$ cat config.mk
export PLATFORM = sky130hd
export DESIGN_NAME = i2c_target_register_pointer_fsm
export DESIGN_NICKNAME = d
export VERILOG_FILES = /design/src/hdl/i2cptr_pkg.sv /design/src/hdl/i2cptr_step.sv /design/src/hdl/i2c_target_register_pointer_fsm.sv
export SDC_FILE = /design/constraint.sdc
export NUM_CORES = 1
export LEC_CHECK = 0
export BUFFER_PORTS_ARGS = -buffer_cell sky130_fd_sc_hd__buf_2
export CORE_AREA = 2 2 119 236
export DETAILED_ROUTE_END_ITERATION = 7
export DIE_AREA = 0 0 121 238
export SETUP_SLACK_MARGIN = 0.15
export SLEW_MARGIN = 20
export SYNTH_ARGS = -nofsm -noshare
export SYNTH_HDL_FRONTEND = slang
export SYNTH_SLANG_ARGS = --single-unit
$ cat constraint.sdc
create_clock -name aclk -period 6.65 [get_ports aclk]
set_input_delay 0 -clock aclk [delete_from_list [all_inputs] [get_ports aclk]]
set_output_delay 0 -clock aclk [all_outputs]
set_load 0.01 [all_outputs]
$ cat src/hdl/i2cptr_pkg.sv
// Package for the I2C target register-pointer block.
// Holds the command and phase codes, status bit positions, item and state
// structs, and the index wrap helpers. No dependencies.
package i2cptr_pkg;

    // Size of the register map that the index wraps at (2 to 65536).
    localparam int unsigned MAP_SIZE = 1024;

    localparam logic [16:0] MAP_SIZE_W  = 17'(MAP_SIZE);
    localparam logic [15:0] MAP_LAST_IX = 16'(MAP_SIZE - 1);

    // Bus event codes.
    typedef enum logic [2:0] {
        CMD_ADDR_MATCH = 3'd0,
        CMD_RX_BYTE    = 3'd1,
        CMD_TX_REQ     = 3'd2,
        CMD_STOP       = 3'd3,
        CMD_ACK_FAIL   = 3'd4,
        CMD_BUS_ERROR  = 3'd5
    } cmd_t;

    // Transfer phase.
    typedef enum logic [2:0] {
        PH_IDLE       = 3'd0,
        PH_READING    = 3'd1,
        PH_WRITE_ADDR = 3'd2,
        PH_FIRST_BYTE = 3'd3,
        PH_WRITING    = 3'd4,
        PH_NACKED     = 3'd5,
        PH_STOPPED    = 3'd6
    } phase_t;

    // Status flag bit positions.
    localparam int ST_GENCALL = 0;
    localparam int ST_RSR     = 1;
    localparam int ST_AF      = 2;
    localparam int ST_BERR    = 3;
    localparam int ST_OVR     = 4;
    localparam int ST_BUSY    = 5;

    // Configuration register indexes.
    localparam logic [1:0] CFG_NACK_WRITES = 2'd0;
    localparam logic [1:0] CFG_PTR_16_BIT  = 2'd1;
    localparam logic [1:0] CFG_PTR_BIG_END = 2'd2;

    typedef struct packed {
        logic nack_writes;
        logic pointer_16_bit;
        logic pointer_big_endian;
    } cfg_t;

    typedef struct packed {
        logic [2:0] command;
        logic       read_direction;
        logic [7:0] rx_byte;
        logic       gencall_match;
        logic       bus_busy;
        logic       misplaced_bit_error;
        logic       overrun_error;
    } item_t;

    typedef struct packed {
        phase_t      phase;
        logic [15:0] start_index;
        logic [15:0] current_index;
        logic [15:0] write_count;
        logic [15:0] read_count;
        logic [5:0]  status;
        logic        ack;
    } state_t;

    typedef struct packed {
        logic        write_strobe;
        logic [15:0] write_index;
        logic [7:0]  write_byte;
        logic        read_strobe;
        logic [15:0] read_index;
        logic        ack_enable;
        logic [2:0]  phase;
        logic [15:0] bytes_written;
        logic [15:0] bytes_read;
        logic [5:0]  status_flags;
    } result_t;

    // Next index, wrapping to zero at the map size.
    function automatic logic [15:0] idx_next(input logic [15:0] ix);
        logic [16:0] n;
        n = {1'b0, ix} + 17'd1;
        if (n >= MAP_SIZE_W) begin
            return 16'd0;
        end
        return n[15:0];
    endfunction

    // Previous index, zero steps back to the last map entry.
    function automatic logic [15:0] idx_prev(input logic [15:0] ix);
        if (ix == 16'd0) begin
            return MAP_LAST_IX;
        end
        return ix - 16'd1;
    endfunction

endpackage

$ cat src/hdl/i2cptr_step.sv
// Next-state and result logic for one bus event of the register-pointer block.
// Purely combinational; depends on i2cptr_pkg.
module i2cptr_step (
    input  i2cptr_pkg::cfg_t    cfg,
    input  i2cptr_pkg::state_t  state,
    input  i2cptr_pkg::item_t   item,
    output i2cptr_pkg::state_t  state_next,
    output i2cptr_pkg::result_t result
);

    logic        wstb;
    logic [15:0] widx;
    logic [7:0]  wbyte;
    logic        rstb;
    logic [15:0] ridx;

    // Event decode and state update.
    always_comb begin
        state_next = state;
        wstb       = 1'b0;
        widx       = 16'd0;
        wbyte      = 8'd0;
        rstb       = 1'b0;
        ridx       = 16'd0;

        case (i2cptr_pkg::cmd_t'(item.command))
            i2cptr_pkg::CMD_ADDR_MATCH: begin
                state_next.ack = 1'b1;
                if (!item.read_direction) begin
                    state_next.phase       = i2cptr_pkg::PH_WRITE_ADDR;
                    state_next.write_count = 16'd0;
                    if (cfg.nack_writes) begin
                        state_next.ack = 1'b0;
                    end
                end else begin
                    rstb                     = 1'b1;
                    ridx                     = state.start_index;
                    state_next.current_index = i2cptr_pkg::idx_next(state.start_index);
                    state_next.phase         = i2cptr_pkg::PH_READING;
                    state_next.read_count    = 16'd0;
                end
                state_next.status[i2cptr_pkg::ST_GENCALL] = item.gencall_match;
                // Repeated start when the bus was already busy before this match.
                state_next.status[i2cptr_pkg::ST_RSR]  = state.status[i2cptr_pkg::ST_BUSY];
                state_next.status[i2cptr_pkg::ST_BUSY] = item.bus_busy;
            end
            i2cptr_pkg::CMD_RX_BYTE: begin
                state_next.ack = 1'b1;
                case (state.phase)
                    i2cptr_pkg::PH_WRITE_ADDR: begin
                        if (cfg.pointer_16_bit) begin
                            state_next.phase       = i2cptr_pkg::PH_FIRST_BYTE;
                            state_next.start_index = cfg.pointer_big_endian ?
                                {item.rx_byte, 8'd0} : {8'd0, item.rx_byte};
                        end else begin
                            state_next.start_index   = {8'd0, item.rx_byte};
                            state_next.current_index = {8'd0, item.rx_byte};
                            state_next.phase         = i2cptr_pkg::PH_WRITING;
                        end
                    end
                    i2cptr_pkg::PH_FIRST_BYTE: begin
                        state_next.start_index = state.start_index |
                            (cfg.pointer_big_endian ?
                                {8'd0, item.rx_byte} : {item.rx_byte, 8'd0});
                        state_next.current_index = state_next.start_index;
                        state_next.phase         = i2cptr_pkg::PH_WRITING;
                    end
                    default: begin
                        // Any other phase: the byte is written at the current index.
                        wstb  = 1'b1;
                        widx  = state.current_index;
                        wbyte = item.rx_byte;
                        state_next.current_index = i2cptr_pkg::idx_next(state.current_index);
                    end
                endcase
                state_next.write_count = state.write_count + 16'd1;
                state_next.status[i2cptr_pkg::ST_BUSY] = item.bus_busy;
            end
            i2cptr_pkg::CMD_TX_REQ: begin
                state_next.ack           = 1'b1;
                rstb                     = 1'b1;
                ridx                     = state.current_index;
                state_next.current_index = i2cptr_pkg::idx_next(state.current_index);
                state_next.read_count    = state.read_count + 16'd1;
                state_next.status[i2cptr_pkg::ST_BUSY] = item.bus_busy;
            end
            i2cptr_pkg::CMD_STOP: begin
                state_next.ack   = 1'b1;
                state_next.phase = i2cptr_pkg::PH_STOPPED;
                state_next.status[i2cptr_pkg::ST_BUSY] = item.bus_busy;
            end
            i2cptr_pkg::CMD_ACK_FAIL: begin
                // The last byte was not taken, so step the pointer back.
                state_next.current_index = i2cptr_pkg::idx_prev(state.current_index);
                state_next.status[i2cptr_pkg::ST_AF]   = 1'b1;
                state_next.status[i2cptr_pkg::ST_BUSY] = 1'b0;
                state_next.phase = i2cptr_pkg::PH_NACKED;
            end
            i2cptr_pkg::CMD_BUS_ERROR: begin
                if (item.misplaced_bit_error) begin
                    state_next.status[i2cptr_pkg::ST_BERR] = 1'b1;
                end
                if (item.overrun_error) begin
                    state_next.status[i2cptr_pkg::ST_OVR] = 1'b1;
                end
                state_next.phase = i2cptr_pkg::PH_STOPPED;
                state_next.status[i2cptr_pkg::ST_BUSY] = item.bus_busy;
            end
            default: begin
                // Unknown event codes leave the state as it is.
                state_next = state;
            end
        endcase
    end

    // Result item shows the requests and the updated state.
    always_comb begin
        result.write_strobe  = wstb;
        result.write_index   = widx;
        result.write_byte    = wbyte;
        result.read_strobe   = rstb;
        result.read_index    = ridx;
        result.ack_enable    = state_next.ack;
        result.phase         = state_next.phase;
        result.bytes_written = state_next.write_count;
        result.bytes_read    = state_next.read_count;
        result.status_flags  = state_next.status;
    end

endmodule

$ cat src/hdl/i2c_target_register_pointer_fsm.sv
// Top level of the I2C target register-pointer block: input register, state
// and result register around i2cptr_step. Depends on i2cptr_pkg, i2cptr_step.
//
// Usage:
//   The s_ channel carries one bus event per item: the event code in s_tuser
//   and its details in s_tdata. The m_ channel returns exactly one result item
//   per event, carrying the register map write or read request, the acknowledge
//   setting, the transfer phase, the byte counts and the status flags.
//   The cfg_ port writes nack_writes (index 0), pointer_16_bit (index 1) and
//   pointer_big_endian (index 2) on any cycle where cfg_we is high; other
//   indexes are ignored. Write it only while no items are in flight.
// Throughput:
//   An accepted item is registered in the input stage, then processed by the
//   step logic as it moves into the result register, which drives m_.
//   One item per cycle is sustained while m_tready is high; the pointer state
//   updates as each item moves on, so consecutive events see each other's effect.
// Reset:
//   aresetn (synchronous, active low) empties both stages, returns the phase
//   to idle, clears indexes, counts, status flags and configuration, and sets
//   the acknowledge setting to one.
// Stall:
//   While m_tready is low the result stays registered; one more item is
//   held in the input register, after which s_tready drops.
module i2c_target_register_pointer_fsm (
    input  logic        aclk,
    input  logic        aresetn,
    // Configuration write port.
    input  logic        cfg_we,
    input  logic [1:0]  cfg_addr,
    input  logic        cfg_wdata,
    // Bus event input.
    input  logic        s_tvalid,
    output logic        s_tready,
    // [0] read_direction, [8:1] rx_byte, [9] gencall_match, [10] bus_busy,
    // [11] misplaced_bit_error, [12] overrun_error, [15:13] zero
    input  logic [15:0] s_tdata,
    // [2:0] command
    input  logic [2:0]  s_tuser,
    // Result output.
    output logic        m_tvalid,
    input  logic        m_tready,
    // [0] write_strobe, [16:1] write_index, [24:17] write_byte,
    // [25] read_strobe, [41:26] read_index, [42] ack_enable, [45:43] phase,
    // [61:46] bytes_written, [77:62] bytes_read, [83:78] status_flags,
    // [87:84] zero
    output logic [87:0] m_tdata
);

    i2cptr_pkg::cfg_t    cfg_reg;
    i2cptr_pkg::state_t  state_reg;
    i2cptr_pkg::state_t  state_next;
    i2cptr_pkg::item_t   in_item_reg;
    i2cptr_pkg::item_t   in_item;
    i2cptr_pkg::result_t out_result_reg;
    i2cptr_pkg::result_t result;
    logic                in_valid_reg;
    logic                out_valid_reg;
    logic                advance;

    // Unpack the incoming item.
    always_comb begin
        in_item.command             = s_tuser;
        in_item.read_direction      = s_tdata[0];
        in_item.rx_byte             = s_tdata[8:1];
        in_item.gencall_match       = s_tdata[9];
        in_item.bus_busy            = s_tdata[10];
        in_item.misplaced_bit_error = s_tdata[11];
        in_item.overrun_error       = s_tdata[12];
    end

    // Move the held item into the result stage when that stage is free.
    assign advance  = in_valid_reg && (!out_valid_reg || m_tready);
    assign s_tready = !in_valid_reg || advance;

    // Configuration registers.
    always_ff @(posedge aclk) begin
        if (!aresetn) begin
            cfg_reg <= '0;
        end else if (cfg_we) begin
            case (cfg_addr)
                i2cptr_pkg::CFG_NACK_WRITES: cfg_reg.nack_writes        <= cfg_wdata;
                i2cptr_pkg::CFG_PTR_16_BIT:  cfg_reg.pointer_16_bit     <= cfg_wdata;
                i2cptr_pkg::CFG_PTR_BIG_END: cfg_reg.pointer_big_endian <= cfg_wdata;
                default: begin
                end
            endcase
        end
    end

    // Input stage.
    always_ff @(posedge aclk) begin
        if (!aresetn) begin
            in_valid_reg <= 1'b0;
        end else if (s_tready) begin
            in_valid_reg <= s_tvalid;
        end
    end

    always_ff @(posedge aclk) begin
        if (s_tready && s_tvalid) begin
            in_item_reg <= in_item;
        end
    end

    i2cptr_step u_step (
        .cfg        (cfg_reg),
        .state      (state_reg),
        .item       (in_item_reg),
        .state_next (state_next),
        .result     (result)
    );

    // Pointer state, updated as each item is processed.
    always_ff @(posedge aclk) begin
        if (!aresetn) begin
            state_reg <= '{phase:         i2cptr_pkg::PH_IDLE,
                           start_index:   16'd0,
                           current_index: 16'd0,
                           write_count:   16'd0,
                           read_count:    16'd0,
                           status:        6'd0,
                           ack:           1'b1};
        end else if (advance) begin
            state_reg <= state_next;
        end
    end

    // Result stage.
    always_ff @(posedge aclk) begin
        if (!aresetn) begin
            out_valid_reg <= 1'b0;
        end else if (advance) begin
            out_valid_reg <= 1'b1;
        end else if (m_tready) begin
            out_valid_reg <= 1'b0;
        end
    end

    always_ff @(posedge aclk) begin
        if (advance) begin
            out_result_reg <= result;
        end
    end

    // Pack the result item.
    assign m_tvalid = out_valid_reg;
    assign m_tdata  = {4'd0,
                       out_result_reg.status_flags,
                       out_result_reg.bytes_read,
                       out_result_reg.bytes_written,
                       out_result_reg.phase,
                       out_result_reg.ack_enable,
                       out_result_reg.read_index,
                       out_result_reg.read_strobe,
                       out_result_reg.write_byte,
                       out_result_reg.write_index,
                       out_result_reg.write_strobe};

endmodule
==> results of run 1 <==
-- cells by family after synthesis --
kind of cell | Yosys count
AOI/OAI and AO/OA | 231
other | 1
adders and majority gates | 7
muxes | 16
and+or+nand+nor | 369
xor gates and xnor gates | 26
DFF | 179
buffers and inverters | 86
-- critical path: stages, from the launching register on --
cell	delay (ns)
edfxtp_1	0.76
nor3b_1	0.30
buf_4	0.24
nor4_1	0.95
nand3_1	0.38
o211ai_1	0.37
o21a_1	0.17
-- per-stage QoR --
step | cell area [um2] | utilization [%] | setup WS [ns] | instances
6_report | 10300 | 38.4 | 3.40 | 1370
5_1_grt | 10300 | 38.4 | 3.30 | 1370
4_1_cts | 10300 | 38.4 | 3.47 | 1370
3_5_place_dp | 9530 | 35.4 | 3.50 | 1314
3_3_place_gp | 9530 | 35.4 | 3.53 | 1314
2_1_floorplan | 8760 | - | 2.69 | 918
-- metal layers --
metal  up-vias  routed length (um)  share of wire (%)
li1       3542                   -                  -
met1      3616                9410                 36
met2       205               14500                 55
met3        74                 828                3.2
met4         0                1430                5.4
met5         -                   0                  0
-- Yosys cell counts (14+ instances only) --
library cell	n
edfxtp_1	100
nor2_1	91
dfxtp_1	79
nand2_1	74
a21oi_1	63
clkbuf_1	59
o21ai_0	59
nand3_1	42
nor3_1	42
and2_1	29
a22oi_1	17
nor4_1	15
a22o_1	14
inv_1	14
xnor2_1	14
-- power groups by stage --
stage / Combinational [mW] / Clock, mW / Sequential, mW
floorplan: 0.133 / 0 / 1.27
CTS: 0.222 / 1.01 / 1.25
finish: 0.221 / 0.989 / 1.25
global placement: 0.209 / 0 / 1.28
detailed placement: 0.211 / 0 / 1.28
global route: 0.244 / 1.05 / 1.26
-- final timing paths --
check,slack (ns),startpoint,endpoint
max,3.40,in_item_reg[15],state_reg[41]
min,0.09,cfg_addr[0],cfg_reg[0]
max reg2reg,3.40,in_item_reg[15],state_reg[41]
min reg2reg,0.47,state_reg[3],state_reg[3]
-- what timing repair did --
item	4_1_cts	5_1_grt
setup endpoints to repair	0	0
hold endpoints to repair	21	0
setup buffers	0	0
hold buffers	24	0
-- final cells by class --
type | count | area, um2
fill | 2687 | 16600
sequential | 179 | 4580
multi-input combinational | 653 | 3830
timing repair buffer | 143 | 861
clock buffer | 20 | 437
tap | 348 | 435
clock inverter | 12 | 131
inverter | 15 | 58.8
==> impl_metrics.csv, run 1 <==
group,metric,value,unit
pwr,p_sw,614,uW
critical_path,end_kind,"flip-flop",
pwr,pwr-share-seq,50.9,%
routing,vias,7437,
timing,layout_min_cycle_time,3.25,ns
critical_path,worstPathRequired,7.03,ns
finish,layout_commonest_cell,"buf_2",
logic_synthesis,synthMuxAreaShare,1.87,%
global_routing,grt_overflow_total,0,
critical_path,reg2reg_depth,6,
logic_synthesis,yosys_warnings,0,
clock_tree,insertion_delay,0.44,ns
pwr,p_sw_share,24.9,%
timing,fin_hold_ws,0.0917,ns
finish,syn2layout_area_growth,18.2,%
finish,layout.nets,1043,
finish,drive_gt1_share,17.3,%
clock_tree,cts_sinks,179,
logic_synthesis,synth_edf_count,100,
logic_synthesis,mappedNetlistArea,0.00875,mm2
timing,finalHoldViolCount,0,
global_routing,grt_pass1_wl,40100,um
logic_synthesis,yosysTopAreaCellShare,34.3,%
clock_tree,tritoncts,"built",
timing,rsz0062_at_grt,"no",
logic_synthesis,ys_ff_latch,179,
logic_synthesis,yosys.area_share.simple,21.1,%
logic_synthesis,syn_inst,915,
floorplan,dieArea,0.0288,mm2
place,gp_congestion,0.947,
logic_synthesis,synth_fa_ha_area_share,1.00,%
critical_path,cp_max_fo,21,
logic_synthesis,yosysUniqueCellTypes,71,
clock_tree,clk_pin_slew,0.07,ns
finish,antennaDiodeCount,0,
global_routing,use_met3,2.96,%
finish,largest_reg_flops,84,
pwr,total_power,2.46,mW
timing,finClkSkew,0.00765,ns
logic_synthesis,async_flop_share,0,%
place,dp_hpwl,18400,um
routing,antenna_left,0,
global_routing,grt_pass1_vias,7245,
timing,relSlewSlack,25.3,%
timing,tns,0,ns
timing,fin_crit_sh,48.8,%
critical_path,arrival,3.63,ns
global_routing,grt_max_degree,75,
floorplan,die_width,121,um
place,port_buffers,109,
logic_synthesis,synth-seq-area-share,52.4,%
pwr,vdd_drop_max,0.000192,V
logic_synthesis,synth_top_family_by_area,"simple AND/OR/NAND/NOR gates",
floorplan,dieHeight,238,um
global_routing,grt_use_total,18.3,%
global_routing,globalRouteMet1Util,18.1,%
timing,setup_viol,0,
global_routing,globalRoute.busiestLayer,"met2",
worst_hold_path,min_path_type,"input port to flip-flop",
clock_tree,cts_buffers,17,
critical_path,worstSetupStartpointType,"flip-flop",
routing,drc_errors,0,
floorplan,io_pins,117,
logic_synthesis,yosysTopAreaCell,"edfxtp_1",
logic_synthesis,synth_xor_area_share,2.60,%
clock_tree,cts_root_buf,"clkbuf_16",
clock_tree,post_cts_resized,0,
logic_synthesis,synth_compound_area_share,17.0,%
timing,max_freq,308,MHz
pwr,p_per_area,238,mW/mm2
clock_tree,clockBufferDepth,2,
floorplan,placementRows,85,
outcome,status,"completed",
floorplan,core_area,0.0269,mm2
global_routing,antenna_found_initial,0,
logic_synthesis,synth_area_leaders,"edfxtp_1, dfxtp_1, nor2_1, a21oi_1, o21ai_0",
routing,wirelength,26200,um
pwr,comb_power_share,9.0,%
clock_tree,cts.htree.levels,4,
logic_synthesis,ys.flop_type,"edfxtp_1",
worst_hold_path,min_path_cells,4,
global_routing,met2_usage,34.6,%
pwr,clockPowerShare,40.1,%
timing,tightest_slew,1.11,ns
routing,via_per_inst,5.43,
finish,final_cell_mix,"buf_2, edfxtp_1, nor2_1",
flow_run,cap_violations,0,
routing,wl_per_cell,19.1,um
timing,slew_violations,0,
critical_path,crit_type,"flip-flop to flip-flop",
floorplan,start_util,32.5,%
routing,drt_iter0_drc,567,
pwr,power_leakage,3.84,nW
routing,firstDrtPassIters,5,
logic_synthesis,syn_area_per_cell,9.56,um2
pwr,intPower,1.85,mW
(Power assumes the default switching activity.)
==> inputs of run 2 (changes only) <==
--- a/config.mk
+++ b/config.mk
@@ -5,10 +5,11 @@
 export SDC_FILE = /design/constraint.sdc
 export NUM_CORES = 1
 export LEC_CHECK = 0
+export ABC_AREA = 1
 export BUFFER_PORTS_ARGS = -buffer_cell sky130_fd_sc_hd__buf_2
-export CORE_AREA = 2 2 119 236
+export CORE_AREA = 2 2 120 239
 export DETAILED_ROUTE_END_ITERATION = 7
-export DIE_AREA = 0 0 121 238
+export DIE_AREA = 0 0 122 241
 export SETUP_SLACK_MARGIN = 0.15
 export SLEW_MARGIN = 20
 export SYNTH_ARGS = -nofsm -noshare
==> constraint.sdc (replaced) <==
create_clock -name aclk -period 3.17 [get_ports aclk]
set_input_delay 0 -clock aclk [delete_from_list [all_inputs] [get_ports aclk]]
set_output_delay 0 -clock aclk [all_outputs]
set_load 0.01 [all_outputs]
==> run 2 against run 1 <==
Combinational power rose to 2.5 times the previous value. Global-route usage is 1.1 points higher. Critical path depth up 2. Largest power group unchanged.
==> impl_metrics.csv, run 2 <==
group,metric,value,unit
outcome,status,"completed",
global_routing,grt_max_degree,63,
finish,final_cell_mix,"nand2_1, inv_1, nor2_1",
clock_tree,clk_pin_slew,0.08,ns
logic_synthesis,syn_area_per_cell,8.28,um2
logic_synthesis,yosysTopAreaCellShare,33.3,%
timing,rsz0062_at_grt,"no",
logic_synthesis,synth_edf_count,100,
finish,multi_input_area,0.00367,mm2
logic_synthesis,yosysTopAreaCell,"edfxtp_1",
timing,layout_min_cycle_time,2.56,ns
pwr,p_per_area,482,mW/mm2
timing,tightest_slew,0.774,ns
timing,max_freq,391,MHz
timing,finalHoldViolCount,0,
flow_run,cap_violations,0,
finish,largest_reg_flops,84,
logic_synthesis,yosysUniqueCellTypes,46,
timing,setup_viol,0,
clock_tree,clockBufferDepth,2,
finish,layout_commonest_cell,"nand2_1",
critical_path,cp_max_fo,29,
finish,regArea,0.00458,mm2
floorplan,io_pins,117,
logic_synthesis,async_flop_share,0,%
routing,antenna_left,0,
logic_synthesis,ys.flop_type,"edfxtp_1",
critical_path,worstPathRequired,3.55,ns
critical_path,worstSetupStartpointType,"flip-flop",
worst_hold_path,min_path_type,"input port to flip-flop",
finish,layout.nets,1247,
clock_tree,cts.htree.levels,4,
logic_synthesis,synth-seq-area-share,50.8,%
logic_synthesis,synth.most_common_cell,"nand2_1",
finish,fill_cells,2811,
floorplan,core_area,0.0274,mm2
finish,antennaDiodeCount,0,
logic_synthesis,ys_top_cells_by_count,"nand2_1, inv_1, nor2_1",
logic_synthesis,synth_area_leaders,"edfxtp_1, dfxtp_1, nand2_1, inv_1, o21ai_0",
timing,relSlewSlack,48.4,%
pwr,vdd_drop_max,0.000329,V
routing,firstDrtPassIters,7,
critical_path,arrival,2.93,ns
clock_tree,insertion_delay,0.46,ns
timing,finClkSkew,0.0191,ns
routing,wl_per_cell,17.6,um
logic_synthesis,ys_ff_latch,179,
logic_synthesis,yosys_warnings,0,
timing,slew_violations,0,
timing,tns,0,ns
global_routing,antenna_found_initial,0,
clock_tree,post_cts_resized,0,
global_routing,grt_overflow_total,0,
place,port_buffers,109,
floorplan,dieArea,0.0294,mm2
finish,layout.cells.non_filler,1578,
place,placedCellCount,1518,
floorplan,die_width,122,um
routing,drc_errors,0,
routing,wirelength,27700,um
place,dpl-instance-area,0.00989,mm2
routing,via_per_inst,5.09,
finish,drive_gt1_share,15.8,%
global_routing,grt_pass1_vias,8037,
routing,drt_iter0_drc,595,
timing,fin_crit_sh,80.6,%
pwr,power_leakage,4.38,nW
finish,syn2layout_area_growth,18.7,%
place,dp_hpwl,20700,um
global_routing,grt_use_total,19.4,%
floorplan,dieHeight,241,um
clock_tree,tritoncts,"built",
place,gp_congestion,0.955,
clock_tree,cts_sinks,179,
clock_tree,cts_root_buf,"clkbuf_16",
critical_path,crit_type,"flip-flop to flip-flop",
clock_tree,cts_buffers,17,
floorplan,start_util,32.9,%
logic_synthesis,mappedNetlistArea,0.00903,mm2
routing,vias,8033,
logic_synthesis,syn_inst,1090,
clock_tree,post_cts_buffers,0,
finish,fin_area,0.0107,mm2
critical_path,end_kind,"flip-flop",
global_routing,grt_pass1_wl,42600,um
floorplan,placementRows,86,
-- run 2: cell types whose count changed after synthesis, sizes merged, moves of 15 or more --
cell | previous run | this run
o22ai | 5 | 20
nand3 | 42 | 67
a22oi | 17 | 1
inv | 14 | 148
o21ai | 61 | 130
nor2 | 92 | 125
nand4 | 13 | 31
clkbuf | 59 | 23
nand2 | 74 | 168
nor3 | 42 | 13
and2 | 29 | 1
a21oi | 63 | 79
-- run 2: where the power goes --
part,leakage (nW),switching [mW],internal [mW]
registers,1.62,0.0678,2.56
clock network,0.252,0.958,1.01
logic,2.51,0.376,0.184
total,4.38,1.40,3.76
-- run 2: timing repair --
item | 4_1_cts | 5_1_grt
hold buffers | 27 | 0
endpoints found under the hold margin | 21 | 0
setup endpoints to repair | 0 | 0
-- run 2: kinds of logic (layout without fill, tap and decap cells) --
kind of cell             count (synthesis)  count (layout)  synth area share (%)
AND/OR/NAND/NOR                        412             412                  20.8
AO/OA/AOI/OAI                          271             271                  16.4
buffers and inverters                  197             330                  8.79
flip-flops                             179             179                  50.8
XOR/XNOR                                23              23                  2.23
adder cells (fa/ha/maj)                  7               7                 0.970
other                                    1               4                0.0415
-- run 2: final timing paths --
| kind | startpoint | endpoint | slack [ns] | cells past startpoint |
|---|---|---|---|---|
| hold reg to reg | state_reg[4] | state_reg[4] | 0.47 | 2 |
| hold / removal | aresetn | state_reg[64] | 0.08 | 3 |
| setup reg to reg | in_item_reg[14] | state_reg[68] | 0.61 | 8 |
| setup / recovery | in_item_reg[14] | state_reg[68] | 0.61 | 8 |
-- run 2: critical path, cell delays in order (launching register included) --
cell	delay, ns
edfxtp_1	0.50
nor2_2	0.27
nand2_4	0.21
inv_2	0.38
nand2_1	0.34
nor2_1	0.18
buf_4	0.30
o21ai_0	0.12
a31oi_1	0.17
-- run 2: stage by stage --
stage               hold WS, ns  worst slack, ns  util (%)  power, mW
CTS                      0.0533            0.661      39.0       5.21
global route             0.0861            0.399      39.0       5.37
floorplan                0.0989            0.867         -       3.02
detailed placement        0.178            0.667      36.0       3.21
finish                   0.0828            0.614      39.0       5.16
global placement          0.178            0.740      36.0       3.21
-- run 2: final cells by class --
type	instances	area share, %
Clock inverter	13	0.946
Timing Repair Buffer	149	8.64
Inverter	149	5.22
Tap cell	352	4.11
Sequential cell	179	42.8
Multi-Input combinational cell	717	34.2
Clock buffer	19	4.04
-- run 2: per-layer routing --
metal	routed length [um]	track usage [%]
met5	0	0
met3	1040	3.12
met2	15600	37.4
met1	9240	18.0
met4	1830	13.8
